==> src/sv/fmsc_pkg.sv <==
package fmsc_pkg;

    localparam int TABLE_DEPTH = 16;
    localparam int IDX_W       = (TABLE_DEPTH > 1) ? $clog2(TABLE_DEPTH) : 1;
    localparam int CNT_W       = $clog2(TABLE_DEPTH + 1);

    // speed = t*100/45 = t*20/9, done as (t * SPD_RECIP) >> SPD_SHIFT for 1 <= t <= 44
    localparam int SPD_SHIFT   = 12;
    localparam int SPD_RECIP   = 9103;
    localparam int SPD_PROD_W  = 20;

    localparam logic [1:0] CFG_MODE   = 2'd0;
    localparam logic [1:0] CFG_THRESH = 2'd1;

    typedef enum logic [1:0] {
        MODE_MANUAL   = 2'd0,
        MODE_SCHEDULE = 2'd1,
        MODE_AUTO     = 2'd2
    } t_mode;

    typedef enum logic [2:0] {
        KIND_TICK      = 3'd0,
        KIND_SWITCH    = 3'd1,
        KIND_SET_SPEED = 3'd2,
        KIND_AUTO      = 3'd3,
        KIND_ADD       = 3'd4,
        KIND_DELETE    = 3'd5
    } t_kind;

    typedef enum logic [2:0] {
        OUT_DONE     = 3'd0,
        OUT_IGNORED  = 3'd1,
        OUT_INVALID  = 3'd2,
        OUT_FULL     = 3'd3,
        OUT_BAD_SLOT = 3'd4
    } t_outcome;

    typedef enum logic [2:0] {
        S_IDLE,
        S_SCAN_RD,
        S_SCAN_CMP,
        S_SHIFT_RD,
        S_SHIFT_WR,
        S_DONE
    } t_state;

    typedef struct packed {
        logic [4:0] hour;
        logic [5:0] minute;
        logic       on;
        logic [6:0] speed;
    } t_entry;

    typedef struct packed {
        logic             we;
        logic [IDX_W-1:0] wr_addr;
        t_entry           wr_data;
        logic [IDX_W-1:0] rd_addr;
    } t_mem_req;

    typedef struct packed {
        t_mode              mode;
        logic signed [7:0]  thresh;
    } t_cfg;

    function automatic logic [6:0] auto_speed(logic signed [7:0] t);
        logic [SPD_PROD_W-1:0] prod;
        prod = SPD_PROD_W'(t[5:0]) * SPD_PROD_W'(SPD_RECIP);
        if (t <= 8'sd0) begin
            auto_speed = 7'd0;
        end else if (t >= 8'sd45) begin
            auto_speed = 7'd100;
        end else begin
            auto_speed = prod[SPD_SHIFT+6:SPD_SHIFT];
        end
    endfunction

endpackage

==> src/sv/fan_mode_schedule_controller.sv <==
// Channel   | Direction | Handshake                  | Payload
// ----------+-----------+----------------------------+-----------------------------------------
// request   | in        | start, busy                | i_kind i_hour i_minute i_on_flag i_level
//           |           |                            | i_temperature i_slot
// result    | out       | o_valid (one-cycle strobe) | o_fan_on o_fan_speed o_matched o_outcome
//           |           |                            | o_entries_used
// config    | in        | i_cfg_valid, o_cfg_ready   | i_cfg_index i_cfg_data
//
// A request is taken when start is high and busy low; busy holds until the strobe is out.
// Switch, set speed, auto update, add and rejected requests go from idle straight to the done
// state; a tick scans the N entries used, a delete shifts the N-1-slot entries above the slot:
// each entry passes through the single registered table read port in a read state, then a compare/write state.
// Reset (i_rst_n low, synchronous) clears fan state, entry count, mode and threshold (30),
// not the table. No receiver stall: the result holds for the strobe cycle only; cfg ready is 1.
module fan_mode_schedule_controller import fmsc_pkg::*; (
    input  logic              i_clk,
    input  logic              i_rst_n,
    // request
    input  logic              start,
    output logic              busy,
    input  logic [2:0]        i_kind,
    input  logic [4:0]        i_hour,
    input  logic [5:0]        i_minute,
    input  logic              i_on_flag,
    input  logic [6:0]        i_level,
    input  logic signed [7:0] i_temperature,
    input  logic [3:0]        i_slot,
    // result
    output logic              o_valid,
    output logic              o_fan_on,
    output logic [6:0]        o_fan_speed,
    output logic              o_matched,
    output logic [2:0]        o_outcome,
    output logic [4:0]        o_entries_used,
    // config
    input  logic              i_cfg_valid,
    output logic              o_cfg_ready,
    input  logic [1:0]        i_cfg_index,
    input  logic [7:0]        i_cfg_data
);

    t_mode             r_mode;
    logic signed [7:0] r_thresh;
    t_cfg              cfg;
    t_mem_req          mem_req;
    t_entry            rd_entry;
    logic              cfg_wr;

    // the user must make config writes land only while idle (unchecked here); they are always accepted
    assign o_cfg_ready = 1'b1;
    assign cfg_wr      = i_cfg_valid && o_cfg_ready;

    always_ff @(posedge i_clk) begin
        if (!i_rst_n) begin
            r_mode   <= MODE_MANUAL;
            r_thresh <= 8'sd30;
        end else if (cfg_wr) begin
            case (i_cfg_index)
                CFG_MODE: begin
                    // mode code 3 is reserved: keep the current mode
                    if (i_cfg_data[1:0] != 2'd3) begin
                        r_mode <= t_mode'(i_cfg_data[1:0]);
                    end
                end
                CFG_THRESH: begin
                    r_thresh <= $signed(i_cfg_data);
                end
                default: begin
                end
            endcase
        end
    end

    assign cfg.mode   = r_mode;
    assign cfg.thresh = r_thresh;

    fmsc_core u_core (
        .i_clk          (i_clk),
        .i_rst_n        (i_rst_n),
        .start          (start),
        .busy           (busy),
        .i_kind         (i_kind),
        .i_hour         (i_hour),
        .i_minute       (i_minute),
        .i_on_flag      (i_on_flag),
        .i_level        (i_level),
        .i_temperature  (i_temperature),
        .i_slot         (i_slot),
        .i_cfg          (cfg),
        .o_mem          (mem_req),
        .i_rd_entry     (rd_entry),
        .o_valid        (o_valid),
        .o_fan_on       (o_fan_on),
        .o_fan_speed    (o_fan_speed),
        .o_matched      (o_matched),
        .o_outcome      (o_outcome),
        .o_entries_used (o_entries_used)
    );

    fmsc_table u_table (
        .i_clk      (i_clk),
        .i_req      (mem_req),
        .o_rd_entry (rd_entry)
    );

endmodule

==> src/sv/fmsc_table.sv <==
module fmsc_table import fmsc_pkg::*; (
    input  logic     i_clk,
    input  t_mem_req i_req,
    output t_entry   o_rd_entry
);

    t_entry mem [TABLE_DEPTH];
    t_entry r_rd_entry;

    // no reset: only entries below the fill count are ever read
    always_ff @(posedge i_clk) begin
        if (i_req.we) begin
            mem[i_req.wr_addr] <= i_req.wr_data;
        end
        r_rd_entry <= mem[i_req.rd_addr];
    end

    assign o_rd_entry = r_rd_entry;

endmodule

==> src/sv/fmsc_core.sv <==
module fmsc_core import fmsc_pkg::*; (
    input  logic              i_clk,
    input  logic              i_rst_n,
    input  logic              start,
    output logic              busy,
    input  logic [2:0]        i_kind,
    input  logic [4:0]        i_hour,
    input  logic [5:0]        i_minute,
    input  logic              i_on_flag,
    input  logic [6:0]        i_level,
    input  logic signed [7:0] i_temperature,
    input  logic [3:0]        i_slot,
    input  t_cfg              i_cfg,
    output t_mem_req          o_mem,
    input  t_entry            i_rd_entry,
    output logic              o_valid,
    output logic              o_fan_on,
    output logic [6:0]        o_fan_speed,
    output logic              o_matched,
    output logic [2:0]        o_outcome,
    output logic [4:0]        o_entries_used
);

    t_state           r_state,   n_state;
    logic [IDX_W-1:0] r_idx,     n_idx;
    logic [CNT_W-1:0] r_count,   n_count;
    logic             r_fan_on,  n_fan_on;
    logic [6:0]       r_speed,   n_speed;
    logic [4:0]       r_hour,    n_hour;
    logic [5:0]       r_minute,  n_minute;
    logic             r_matched, n_matched;
    t_outcome         r_outcome, n_outcome;

    logic [CNT_W-1:0] idx_next;
    logic [CNT_W-1:0] slot_ext;
    logic             hit;

    always_ff @(posedge i_clk) begin
        if (!i_rst_n) begin
            r_state  <= S_IDLE;
            r_count  <= '0;
            r_fan_on <= 1'b0;
            r_speed  <= '0;
        end else begin
            r_state  <= n_state;
            r_count  <= n_count;
            r_fan_on <= n_fan_on;
            r_speed  <= n_speed;
        end
    end

    always_ff @(posedge i_clk) begin
        r_idx     <= n_idx;
        r_hour    <= n_hour;
        r_minute  <= n_minute;
        r_matched <= n_matched;
        r_outcome <= n_outcome;
    end

    assign idx_next = CNT_W'(r_idx) + CNT_W'(1);
    assign slot_ext = CNT_W'(i_slot);
    assign hit      = (i_rd_entry.hour == r_hour) && (i_rd_entry.minute == r_minute);

    always_comb begin
        n_state   = r_state;
        n_idx     = r_idx;
        n_count   = r_count;
        n_fan_on  = r_fan_on;
        n_speed   = r_speed;
        n_hour    = r_hour;
        n_minute  = r_minute;
        n_matched = r_matched;
        n_outcome = r_outcome;

        o_mem.we      = 1'b0;
        o_mem.wr_addr = r_count[IDX_W-1:0];
        o_mem.wr_data = '{hour: i_hour, minute: i_minute, on: i_on_flag, speed: i_level};
        o_mem.rd_addr = r_idx;

        case (r_state)
            S_IDLE: begin
                if (start) begin
                    n_matched = 1'b0;
                    n_outcome = OUT_DONE;
                    n_state   = S_DONE;
                    case (t_kind'(i_kind))
                        KIND_TICK: begin
                            if (i_cfg.mode != MODE_SCHEDULE) begin
                                n_outcome = OUT_IGNORED;
                            end else begin
                                n_hour   = i_hour;
                                n_minute = i_minute;
                                n_idx    = '0;
                                if (r_count != '0) begin
                                    n_state = S_SCAN_RD;
                                end
                            end
                        end
                        KIND_SWITCH: begin
                            n_fan_on = i_on_flag;
                        end
                        KIND_SET_SPEED: begin
                            n_speed = (i_level > 7'd100) ? 7'd100 : i_level;
                        end
                        KIND_AUTO: begin
                            if (i_cfg.mode != MODE_AUTO) begin
                                n_outcome = OUT_IGNORED;
                            end else begin
                                n_fan_on = i_temperature > i_cfg.thresh;
                                n_speed  = auto_speed(i_temperature);
                            end
                        end
                        KIND_ADD: begin
                            if (i_hour > 5'd23 || i_minute > 6'd59 || i_level > 7'd100) begin
                                n_outcome = OUT_INVALID;
                            end else if (r_count >= CNT_W'(TABLE_DEPTH)) begin
                                n_outcome = OUT_FULL;
                            end else begin
                                o_mem.we = 1'b1;
                                n_count  = r_count + CNT_W'(1);
                            end
                        end
                        KIND_DELETE: begin
                            if (slot_ext >= r_count) begin
                                n_outcome = OUT_BAD_SLOT;
                            end else if (slot_ext + CNT_W'(1) < r_count) begin
                                // first entry to move down sits just above the slot
                                n_idx   = IDX_W'(slot_ext + CNT_W'(1));
                                n_state = S_SHIFT_RD;
                            end else begin
                                n_count = r_count - CNT_W'(1);
                            end
                        end
                        default: begin
                            n_outcome = OUT_IGNORED;
                        end
                    endcase
                end
            end
            S_SCAN_RD: begin
                n_state = S_SCAN_CMP;
            end
            S_SCAN_CMP: begin
                if (hit) begin
                    n_matched = 1'b1;
                    n_fan_on  = i_rd_entry.on;
                    if (i_rd_entry.on) begin
                        n_speed = i_rd_entry.speed;
                    end
                end
                if (idx_next == r_count) begin
                    n_state = S_DONE;
                end else begin
                    n_idx   = IDX_W'(idx_next);
                    n_state = S_SCAN_RD;
                end
            end
            S_SHIFT_RD: begin
                n_state = S_SHIFT_WR;
            end
            S_SHIFT_WR: begin
                o_mem.we      = 1'b1;
                o_mem.wr_addr = r_idx - IDX_W'(1);
                o_mem.wr_data = i_rd_entry;
                if (idx_next < r_count) begin
                    n_idx   = IDX_W'(idx_next);
                    n_state = S_SHIFT_RD;
                end else begin
                    n_count = r_count - CNT_W'(1);
                    n_state = S_DONE;
                end
            end
            S_DONE: begin
                n_state = S_IDLE;
            end
            default: begin
                n_state = S_IDLE;
            end
        endcase
    end

    assign busy           = (r_state != S_IDLE);
    assign o_valid        = (r_state == S_DONE);
    assign o_fan_on       = r_fan_on;
    assign o_fan_speed    = r_speed;
    assign o_matched      = r_matched;
    assign o_outcome      = r_outcome;
    assign o_entries_used = 5'(r_count);

`ifndef NO_ASSERTIONS
    a_done_to_idle: assert property (@(posedge i_clk) disable iff (!i_rst_n)
        o_valid |=> !busy)
        else $error("result strobe not followed by idle");

    a_count_bound: assert property (@(posedge i_clk) disable iff (!i_rst_n)
        r_count <= CNT_W'(TABLE_DEPTH))
        else $error("entry count above table depth");

    a_count_step: assert property (@(posedge i_clk) disable iff (!i_rst_n)
        1'b1 |=> (r_count == $past(r_count)) || (r_count == $past(r_count) + CNT_W'(1))
                 || (r_count == $past(r_count) - CNT_W'(1)))
        else $error("entry count moved by more than one");

    a_scan_in_range: assert property (@(posedge i_clk) disable iff (!i_rst_n)
        (r_state == S_SCAN_CMP || r_state == S_SHIFT_WR) |-> (CNT_W'(r_idx) < r_count))
        else $error("table index beyond fill count");
`endif

endmodule
==> config.mk <==
export PLATFORM = sky130hd
export DESIGN_NAME = fan_mode_schedule_controller
export DESIGN_NICKNAME = d
export VERILOG_FILES = /design/src/sv/fmsc_pkg.sv /design/src/sv/fan_mode_schedule_controller.sv /design/src/sv/fmsc_table.sv /design/src/sv/fmsc_core.sv
export SDC_FILE = /design/constraint.sdc
export NUM_CORES = 1
export LEC_CHECK = 0
export BUFFER_PORTS_ARGS = -buffer_cell sky130_fd_sc_hd__buf_4
export CAP_MARGIN = 0
export CORE_MARGIN = 1
export CORE_UTILIZATION = 30
export DETAILED_ROUTE_END_ITERATION = 12
export PLACE_DENSITY_LB_ADDON = 0.1
export SETUP_SLACK_MARGIN = 0.3
export SYNTH_ARGS = -nofsm -noshare
export SYNTH_HDL_FRONTEND = slang
export SYNTH_HIERARCHICAL = 1
export SYNTH_SLANG_ARGS = --single-unit
==> constraint.sdc <==
create_clock -name i_clk -period 6.19 [get_ports i_clk]
set_clock_uncertainty 0.05 [all_clocks]
set_input_delay 1.857 -clock i_clk [delete_from_list [all_inputs] [get_ports i_clk]]
set_output_delay 1.857 -clock i_clk [all_outputs]
set_load 0.01 [all_outputs]
* Word-level counts from Yosys, hierarchy flattened *
Memory sizes are Yosys's and may differ from the RTL's. A register that Yosys moved wholly into a read port is not among the register bits.
Index checks and enable logic that the tools add are counted.

storage, ports and cells
  flip-flop bits (word level) = 45
  bits in writable memories = 304
  bits of input ports = 48
  output and inout port bits = 20
  logic and storage cells = 140
  memories = 1

operators by class
  add/subtract/negate cells = 5
  multipliers = 1
  order comparisons = 10
  equal/unequal tests = 34
  mux-type cells = 56
  bitwise operators = 1
  reduce and logical (&&, ||, !) cells = 21

memory list
  memory       words  width  rd ports  clocked after memory_dff  write ports  RTL line         source
  u_table.mem  16     19     1         1                         1            fmsc_table.sv:7  t_entry mem [TABLE_DEPTH];

operators by type and width
  cell                                                                count
  2-to-1 mux 7 bit                                                    7
  2-to-1 mux 5 bit                                                    6
  != test 3 bit (second input constant)                               10
  one-hot mux 3 bit (5 select lines)                                  2
  one-hot mux 7 bit (2 select lines)                                  2
  2-to-1 mux 3 bit                                                    9
  2-to-1 mux 4 bit                                                    6
  2-to-1 mux 23 bit                                                   1
  one-hot mux 5 bit (2 select lines)                                  2
  multiplier 6 x 14 -> 19 bit (second input constant)                 1
  AND reduction 8 bit                                                 2
  2-to-1 mux 1 bit                                                    13
  == test 3 x 2 -> 1 bit (second input constant)                      4
  == test 3 bit (second input constant)                               4
  one-hot mux 4 bit (3 select lines)                                  1
  adder 4 x 1 -> 5 bit (second input constant)                        2
  == test 5 bit                                                       2
  < comparator 5 bit                                                  2
  != test 2 bit (second input constant)                               5
  greater-or-equal comparator 8 x 7 -> 1 bit (second input constant)  1
  greater-than comparator 8 bit                                       1
  less-or-equal comparator 8 x 1 -> 1 bit (second input constant)     1
  != test 2 x 1 -> 1 bit (second input constant)                      4
  one-hot mux 1 bit (2 select lines)                                  4
  other kinds (29)                                                    36

* Logic depth before layout (Yosys ltp) *
Gate-level depths: netlist of the first run.

  depth after elaboration = 9
  mapped depth = 14
  depth with buffers taken out = 13

* Hierarchy *
Netlist of the first run, hierarchy kept.

modules (own cells, without submodules)
  module                        instances  cells each  area an instance (µm²)  seq. area each (µm²)
  fmsc_table                    1          507         11,843.9                9,509.1
  fmsc_core                     1          477         4,192.8                 890.9
  fan_mode_schedule_controller  1          39          420.4                   200.2

* Worst setup path after synthesis of the first run *
OpenSTA, ideal clock, no wires.

  path type = input -> register
  start = in i_kind[0]
  end = mem u_table/mem[0][0] (netlist name) (enable)
  library setup time = 0.419 ns
  arrival = 4.673 ns
  data required time = 5.721 ns
  setup slack = 1.048 ns
  stages = 6
  path buffers = 1
  path through = buf_4 -> or3_4 -> nor4_4 -> a21o_1 -> or3b_2 -> nor3_1

RTL lines
  what         RTL line                            source
  from (decl)  fan_mode_schedule_controller.sv:21  input logic [2:0] i_kind,
  to (decl)    fmsc_table.sv:7

* Worst setup path after layout of the first run *
  start = in i_temperature[3]
  end = reg u_core.r_speed[3] (netlist: u_core/o_fan_speed[3])

on the way
  longest elaborated chain between the ends = 7
  elaborated cells on any way between the ends = 9
  those cells by class = 1 x mul; 2 x order compare; 6 x mux

ends and longest elaborated chain
  what                                                                                       RTL line                            source
  from (decl)                                                                                fan_mode_schedule_controller.sv:26  input logic signed [7:0] i_temperature,
  multiplier 6 x 14 -> 19 bit or greater-or-equal comparator 8 x 7 -> 1 bit (tied branches)  fmsc_pkg.sv:68, fmsc_pkg.sv:71
  2-to-1 mux 7 bit                                                                           fmsc_pkg.sv:71                      end else if (t >= 8'sd45) begin
  2-to-1 mux 7 bit (*)                                                                       fmsc_pkg.sv:69                      if (t <= 8'sd0) begin
  2-to-1 mux 7 bit (*)                                                                       fmsc_core.sv:106                    if (i_cfg.mode != MODE_AUTO) begin
  one-hot mux 7 bit (2 select lines) (*)                                                     fmsc_core.sv:86                     case (t_kind'(i_kind))
  2-to-1 mux 7 bit (*)                                                                       fmsc_core.sv:82                     if (start) begin
  one-hot mux 7 bit (2 select lines) (*)                                                     fmsc_core.sv:80                     case (r_state)
  to (signal assigned)                                                                       fmsc_core.sv:48                     r_speed <= n_speed;
  to (decl)                                                                                  fmsc_core.sv:28                     logic [6:0] r_speed, n_speed;

Every way passes the cells marked *; elsewhere a longest branch is shown, timed or not. The select of a mux whose other input is x is not followed.
A chain may end at the register's enable or synchronous reset.

==> impl_metrics.json, run 1 <==
{
  "path_clk_slew_ns": 0.06,
  "cts_hold_buf": 0,
  "ir_drop_v": 0.0002127,
  "r2r-end": "u_table/mem[7][0]$_DFFE_PP_",
  "ctsResizeCount": 0,
  "final_nets": 1242,
  "wl_mm": 43.67,
  "dieArea_mm2": 0.05580,
  "critical_path_class": "in -> reg",
  "min_path_type": "reg -> reg",
  "gp_congestion": 0.7715,
  "critPathArrivalTime_ns": 5.28,
  "worstPathRequired_ns": 6.61,
  "via_per_inst": 5.023,
  "synth_warnings": 6,
  "place_area_mm2": 0.01789,
  "synth_simple_gate_area_share_pct": 6.417,
  "seqPwrFrac_pct": 43.7,
  "grt.overflow.total": 0,
  "avgSynthCellArea_um2": 16.09,
  "maxCapViolations": 0,
  "dp.final_hpwl_mm": 27.88,
  "p_int_mw": 5.172,
  "synth_compound_area_share_pct": 6.873,
  "status": "completed",
  "synthDistinctLibCells": 79,
  "r2r-start": "u_core/r_idx[1]$_DFFE_PP_",
  "cts_tree": "done",
  "die_x_um": 236.2,
  "critPathCaptureType": "flip-flop",
  "setup_viol": 0,
  "ant_nets": 0,
  "antenna_found_initial": 0,
  "synthCells": 1023,
  "postCtsSetupBuffers": 0,
  "yosys.area.top_type": "edfxtp_1",
  "ys_top_cells_by_area": "edfxtp_1, mux4_2, dfxtp_1, ha_1, a22oi_1",
  "drt_iter0_drc": 587,
  "slowest_stage": "fa_1",
  "power_switching_mw": 2.095,
  "crit_end": "u_core/o_fan_speed[3]$_SDFFE_PN0P_",
  "yosys-top-cells-count": "edfxtp_1, mux4_2, ha_1",
  "syn_area_mm2": 0.01646,
  "path_cells": "buf_4 > fa_1 > inv_1 > fa_1 > fa_1 > inv_1 > ha_1 > o21ai_0 > a22oi_1 > a21oi_1 > mux2i_1 > a21oi_1 > a211oi_1",
  "synth_xor_area_share_pct": 1.118,
  "clock_power_share_pct": 34.7,
  "vias": 9288,
  "cts_buffers": 43,
  "relSlewSlack_pct": 27.57,
  "route.detailed.drc": 0,
  "cpPeakStageDelay_ns": 0.60,
  "drive_above_1_share_pct": 25.41,
  "synth_edf_count": 323,
  "firstDrtPassIters": 5,
  "ys_seq_elements": 368,
  "synth_ff_type": "edfxtp_1",
  "tightest_slew_ns": 1.087,
  "hold_violations": 0,
  "syn-num-nets": 1145,
  "period_share_pct": 78.44,
  "final_max_slew_viol_count": 0,
  "synthAdderAreaFrac_pct": 5.991,
  "clock_path_buffers": 3,
  "synthMuxAreaShare_pct": 12.67,
  "grt_usage_pct": 15.85,
  "yosysMostFrequentCell": "edfxtp_1",
  "portBuffers": 66,
  "htree_levels": 2,
  "grt_pass1_wl_mm": 65.01,
  "yosys.area.top_type_share_pct": 58.94,
  "combPwrFrac_pct": 21.5,
  "cts.sinks": 368,
  "max_freq_ghz": 0.2060,
  "clk_latency_ns": 0.57,
  "pin_count": 68,
  "rsz0062_at_grt": "false",
  "grt_max_degree": 61,
  "p_leak_nw": 6.709,
  "synth_top_family_by_area": "multiplexers",
  "die_y_um": 236.2,
  "cts-root-buf": "clkbuf_16",
  "timing.critical_path.from": "i_temperature[3]",
  "first_global_vias": 9615,
  "tns_ns": 0,
  "async_flop_share_pct": 0,
  "start_kind": "input port",
  "final.min_clock_period_ns": 4.855,
  "core_mm2": 0.05403,
  "stdcell_area_mm2": 0.01930,
  "wl_per_cell_um": 23.62,
  "diodes": 0,
  "r2r_setup_slack_ns": 2.40,
  "cpMostUsedCell": "fa_1",
  "yosysSeqAreaShare_pct": 64.41,
  "start_util_pct": 30.46,
  "path_max_fanout": 8,
  "area_delta_synth_final_pct": 17.27,
  "powerDensity_mw_per_mm2": 376.6,
  "core.rowCount": 85,
  "fill_cells": 5159,
  "ff2ff_path_depth": 6,
  "p_sw_share_pct": 28.82
}
-- stage by stage --
| step | hold slack [ns] | worst slack (ns) | util, % | cells | total power [mW] |
|---|---|---|---|---|---|
| after floorplan | 0.3881 | 1.048 | - | 1023 | 4.242 |
| after global placement | 0.4131 | 0.8019 | 33.12 | 1771 | 4.822 |
| after detailed placement | 0.4181 | 0.7972 | 33.12 | 1771 | 4.825 |
| after CTS | 0.4269 | 1.389 | 35.72 | 1849 | 7.386 |
| after global routing | 0.4665 | 1.183 | 35.72 | 1849 | 7.617 |
| final | 0.4290 | 1.335 | 35.72 | 1849 | 7.267 |
-- registers in the layout, summed over array words and instances (netlist names), 3 cells and up --
name and cells:
u_core/o_entries_used 5, u_core/o_outcome 3, u_core/r_state 3, u_table/mem 304, u_core/r_hour 5, u_table/o_rd_entry 19, u_core/o_fan_speed 7, u_core/r_minute 6
r_thresh 8, u_core/r_idx 4
-- power by group through the flow --
stage | Sequential [mW] | Combinational [mW] | Clock (mW)
floorplan | 3.16 | 1.08 | 0
global placement | 3.23 | 1.59 | 0
detailed placement | 3.23 | 1.59 | 0
CTS | 3.18 | 1.60 | 2.61
global route | 3.20 | 1.73 | 2.69
finish | 3.18 | 1.56 | 2.52
-- placed cells by master (no fill, tap or decap), types with 7 or more instances in the layout --
cell type and instances:
nor2_2 12, dfxtp_1 45, edfxtp_1 323, nand4_1 7
mux4_2 76, mux2i_1 16, clkinv_1 8, mux2_2 19
a22oi_1 40, clkbuf_16 44, nor3_1 12, a211oi_1 9
a21oi_1 30, fa_1 8, nor2b_1 11, inv_1 46
xnor2_1 15, buf_4 91, o21ai_0 21, nand3_1 15
ha_1 66, nand2_1 60, nor2_1 37, clkbuf_1 10
-- worst min path at each step --
stage                              from                       end  slack [ns]  cells past startpoint
3_3_place_gp   r_thresh[1]$_SDFFE_PN1P_  r_thresh[1]$_SDFFE_PN1P_        0.41                      2
4_1_cts          r_mode[0]$_SDFFE_PN0P_    r_mode[0]$_SDFFE_PN0P_        0.43                      2
5_1_grt          r_mode[1]$_SDFFE_PN0P_    r_mode[1]$_SDFFE_PN0P_        0.47                      2
3_5_place_dp     r_mode[0]$_SDFFE_PN0P_    r_mode[0]$_SDFFE_PN0P_        0.42                      2
2_1_floorplan    r_mode[0]$_SDFFE_PN0P_    r_mode[0]$_SDFFE_PN0P_        0.39                      2
6_report       r_thresh[2]$_SDFFE_PN1P_  r_thresh[2]$_SDFFE_PN1P_        0.43                      2
-- cell families (layout without fill, tap and decap cells) --
kind of cell | count (synthesis) | in the layout
AO/OA/AOI/OAI | 154 | 154
other | 1 | 1
adder cells (fa/ha/maj) | 74 | 74
XOR/XNOR | 21 | 21
flip-flops | 368 | 368
AND/OR/NAND/NOR | 205 | 205
multiplexers | 111 | 111
buffers and inverters | 89 | 219
-- metal layers --
layer,share of wire [%],vias up,wire (um),GRT usage [%]
li1,-,4248,-,-
met1,46,4806,20110,21.58
met2,48,184,21080,26.26
met3,3.8,50,1641,2.621
met4,1.9,0,838,3.994
met5,0,-,0,0
-- area by class of cell --
type	instances	area (um2)	share of cell area, %
tap	696	870.8	4.512
clock buffer	58	1194	6.185
multi-input combinational	566	5520	28.60
sequential	368	10600	54.93
timing repair buffer	93	723.2	3.747
inverter	48	180.2	0.9336
clock inverter	20	210.2	1.089
-- worst max-delay path: cells and delay by family --
kind | cells | cell delay, ns
AO/OA/AOI/OAI | 5 | 1.00
adder cells (fa/ha/maj) | 4 | 1.89
buffers and inverters | 3 | 0.29
multiplexers | 1 | 0.25
No activity file was read; power rests on OpenSTA's default activity.
==> inputs of run 2 (changes only) <==
==> constraint.sdc (replaced) <==
create_clock -name i_clk -period 4.3 [get_ports i_clk]
set_clock_uncertainty 0.05 [all_clocks]
set_input_delay 1.29 -clock i_clk [delete_from_list [all_inputs] [get_ports i_clk]]
set_output_delay 1.29 -clock i_clk [all_outputs]
set_load 0.01 [all_outputs]
==> impl_metrics.json, run 2 (same netlist as run 1, synthesis figures left out) <==
{
  "largest_register_ffs": 304,
  "grt_max_degree": 39,
  "powerDensity_mw_per_mm2": 535.5,
  "hold_violations": 0,
  "status": "completed",
  "largest-register": "u_table/mem",
  "drt_iter0_drc": 682,
  "start_kind": "input port",
  "max_freq_ghz": 0.2524,
  "critPathArrivalTime_ns": 4.38,
  "fill_cells": 5110,
  "use_met2_pct": 24.09,
  "final_nets": 1270,
  "maxCapViolations": 0,
  "start_util_pct": 30.46,
  "period_share_pct": 92.13,
  "die_x_um": 236.2,
  "dieArea_mm2": 0.05580,
  "grt_usage_pct": 15.83,
  "fin_util_pct": 36.51,
  "final.min_clock_period_ns": 3.962,
  "cp_top_family": "adder cells",
  "cts_buffers": 41,
  "worstPathRequired_ns": 4.72,
  "wl_per_cell_um": 23.06,
  "tightest_slew_ns": 0.8799,
  "busiest_layer": "met2",
  "firstDrtPassIters": 5,
  "pin_count": 68,
  "core_mm2": 0.05403,
  "dp.final_hpwl_mm": 27.07,
  "core.rowCount": 85,
  "antenna_found_initial": 0,
  "cpMostUsedCell": "fa_1",
  "p_leak_nw": 6.856,
  "clock_path_buffers": 3,
  "path_max_fanout": 4,
  "relSlewSlack_pct": 41.20,
  "diodes": 0,
  "htree_levels": 2,
  "cts.sinks": 368,
  "slowest_stage": "fa_1",
  "clk_latency_ns": 0.56,
  "drive_above_1_share_pct": 29.12,
  "wl_mm": 43.22,
  "ir_drop_v": 0.0002775,
  "vias": 9317,
  "setup_viol": 0,
  "via_per_inst": 4.972,
  "critical_path_class": "in -> reg",
  "mostFrequentLayoutCells": "edfxtp_1, buf_4, mux4_2",
  "crit_buf_inv": 3,
  "route.detailed.drc": 0,
  "critPathCaptureType": "flip-flop",
  "path_clk_slew_ns": 0.06,
  "layout_commonest_cell": "edfxtp_1",
  "grt.overflow.total": 0,
  "stdcell_area_mm2": 0.01973,
  "final_max_slew_viol_count": 0,
  "grt_use_met1_pct": 23.75,
  "cts-root-buf": "clkbuf_16",
  "place_area_mm2": 0.01822,
  "pre_cts_slack_ns": -0.2717,
  "first_global_vias": 9614,
  "min_path_type": "reg -> reg",
  "gp_congestion": 0.7917,
  "cts_tree": "done",
  "path_cells": "buf_4 > fa_1 > inv_2 > fa_1 > fa_1 > inv_2 > ha_4 > o21ai_4 > a22oi_2 > nand2_2 > and4_1 > o31a_1 > a21oi_1",
  "cpPeakStageDelay_ns": 0.58,
  "die_y_um": 236.2,
  "setup_slack_ns": 0.3385,
  "grt_use_met3_pct": 2.399,
  "rsz0062_at_grt": "false",
  "portBuffers": 66,
  "area_delta_synth_final_pct": 19.87,
  "cts_hold_buf": 0,
  "grt_pass1_wl_mm": 65.09,
  "ant_nets": 0
}
-- run 2: report_power, final --
group          switching [mW]  leakage (nW)  total [mW]  internal [mW]
Sequential              0.180          3.28        4.56           4.38
Combinational            1.46          2.90        2.46          0.992
Clock                    1.41         0.667        3.55           2.14
-- run 2: layer usage --
layer	routed length, um	vias to the layer above
li1	-	4306
met1	21570	4790
met2	19280	175
met3	1672	46
met4	693	0
met5	0	-
-- run 2: worst reg2reg max path: stages (launching register included) --
cell and delay (ns):
edfxtp_1 0.72, inv_1 0.10, ha_1 0.36, ha_1 0.29, nor2b_1 0.13, o21ai_0 0.21
nand3_1 0.16, a21boi_0 0.17, a311o_1 0.32, a21oi_1 0.41
-- run 2: through the flow --
stage	cells	hold WS (ns)	setup TNS (ns)	total power, mW
after floorplan	1023	0.3881	0	6.122
after global placement	1800	0.4087	-1.333	7.042
after detailed placement	1800	0.4087	-1.489	7.047
after CTS	1873	0.4192	0	10.67
after global routing	1874	0.4355	0	11.10
final	1874	0.4188	0	10.56
-- run 2: worst paths after layout --
kind / slack [ns] / start / cells after the start / end
setup reg to reg: 1.02 / u_core/r_idx[0]$_DFFE_PP_ / 9 / u_core/r_idx[0]$_DFFE_PP_
hold / removal: 0.42 / r_mode[0]$_SDFFE_PN0P_ / 2 / r_mode[0]$_SDFFE_PN0P_
hold reg to reg: 0.42 / r_mode[0]$_SDFFE_PN0P_ / 2 / r_mode[0]$_SDFFE_PN0P_
setup / recovery: 0.34 / i_temperature[3] / 13 / u_core/o_fan_speed[5]$_SDFFE_PN0P_
-- run 2: layout make-up --
cell class | count | area (um2) | share of cell area (%)
multi-input cells | 566 | 5689 | 28.84
inverters | 48 | 180.2 | 0.9133
repair buffers | 123 | 1023 | 5.188
flip-flops and latches | 368 | 10600 | 53.73
well taps | 696 | 870.8 | 4.414
clock buffers | 54 | 1116 | 5.657
clock inverters | 19 | 247.7 | 1.256
-- run 2: what timing repair did --
item                       CTS  global route
setup buffers                0             1
setup endpoints to repair    1             7
gates resized for setup      1            22
pin swaps                    0            14
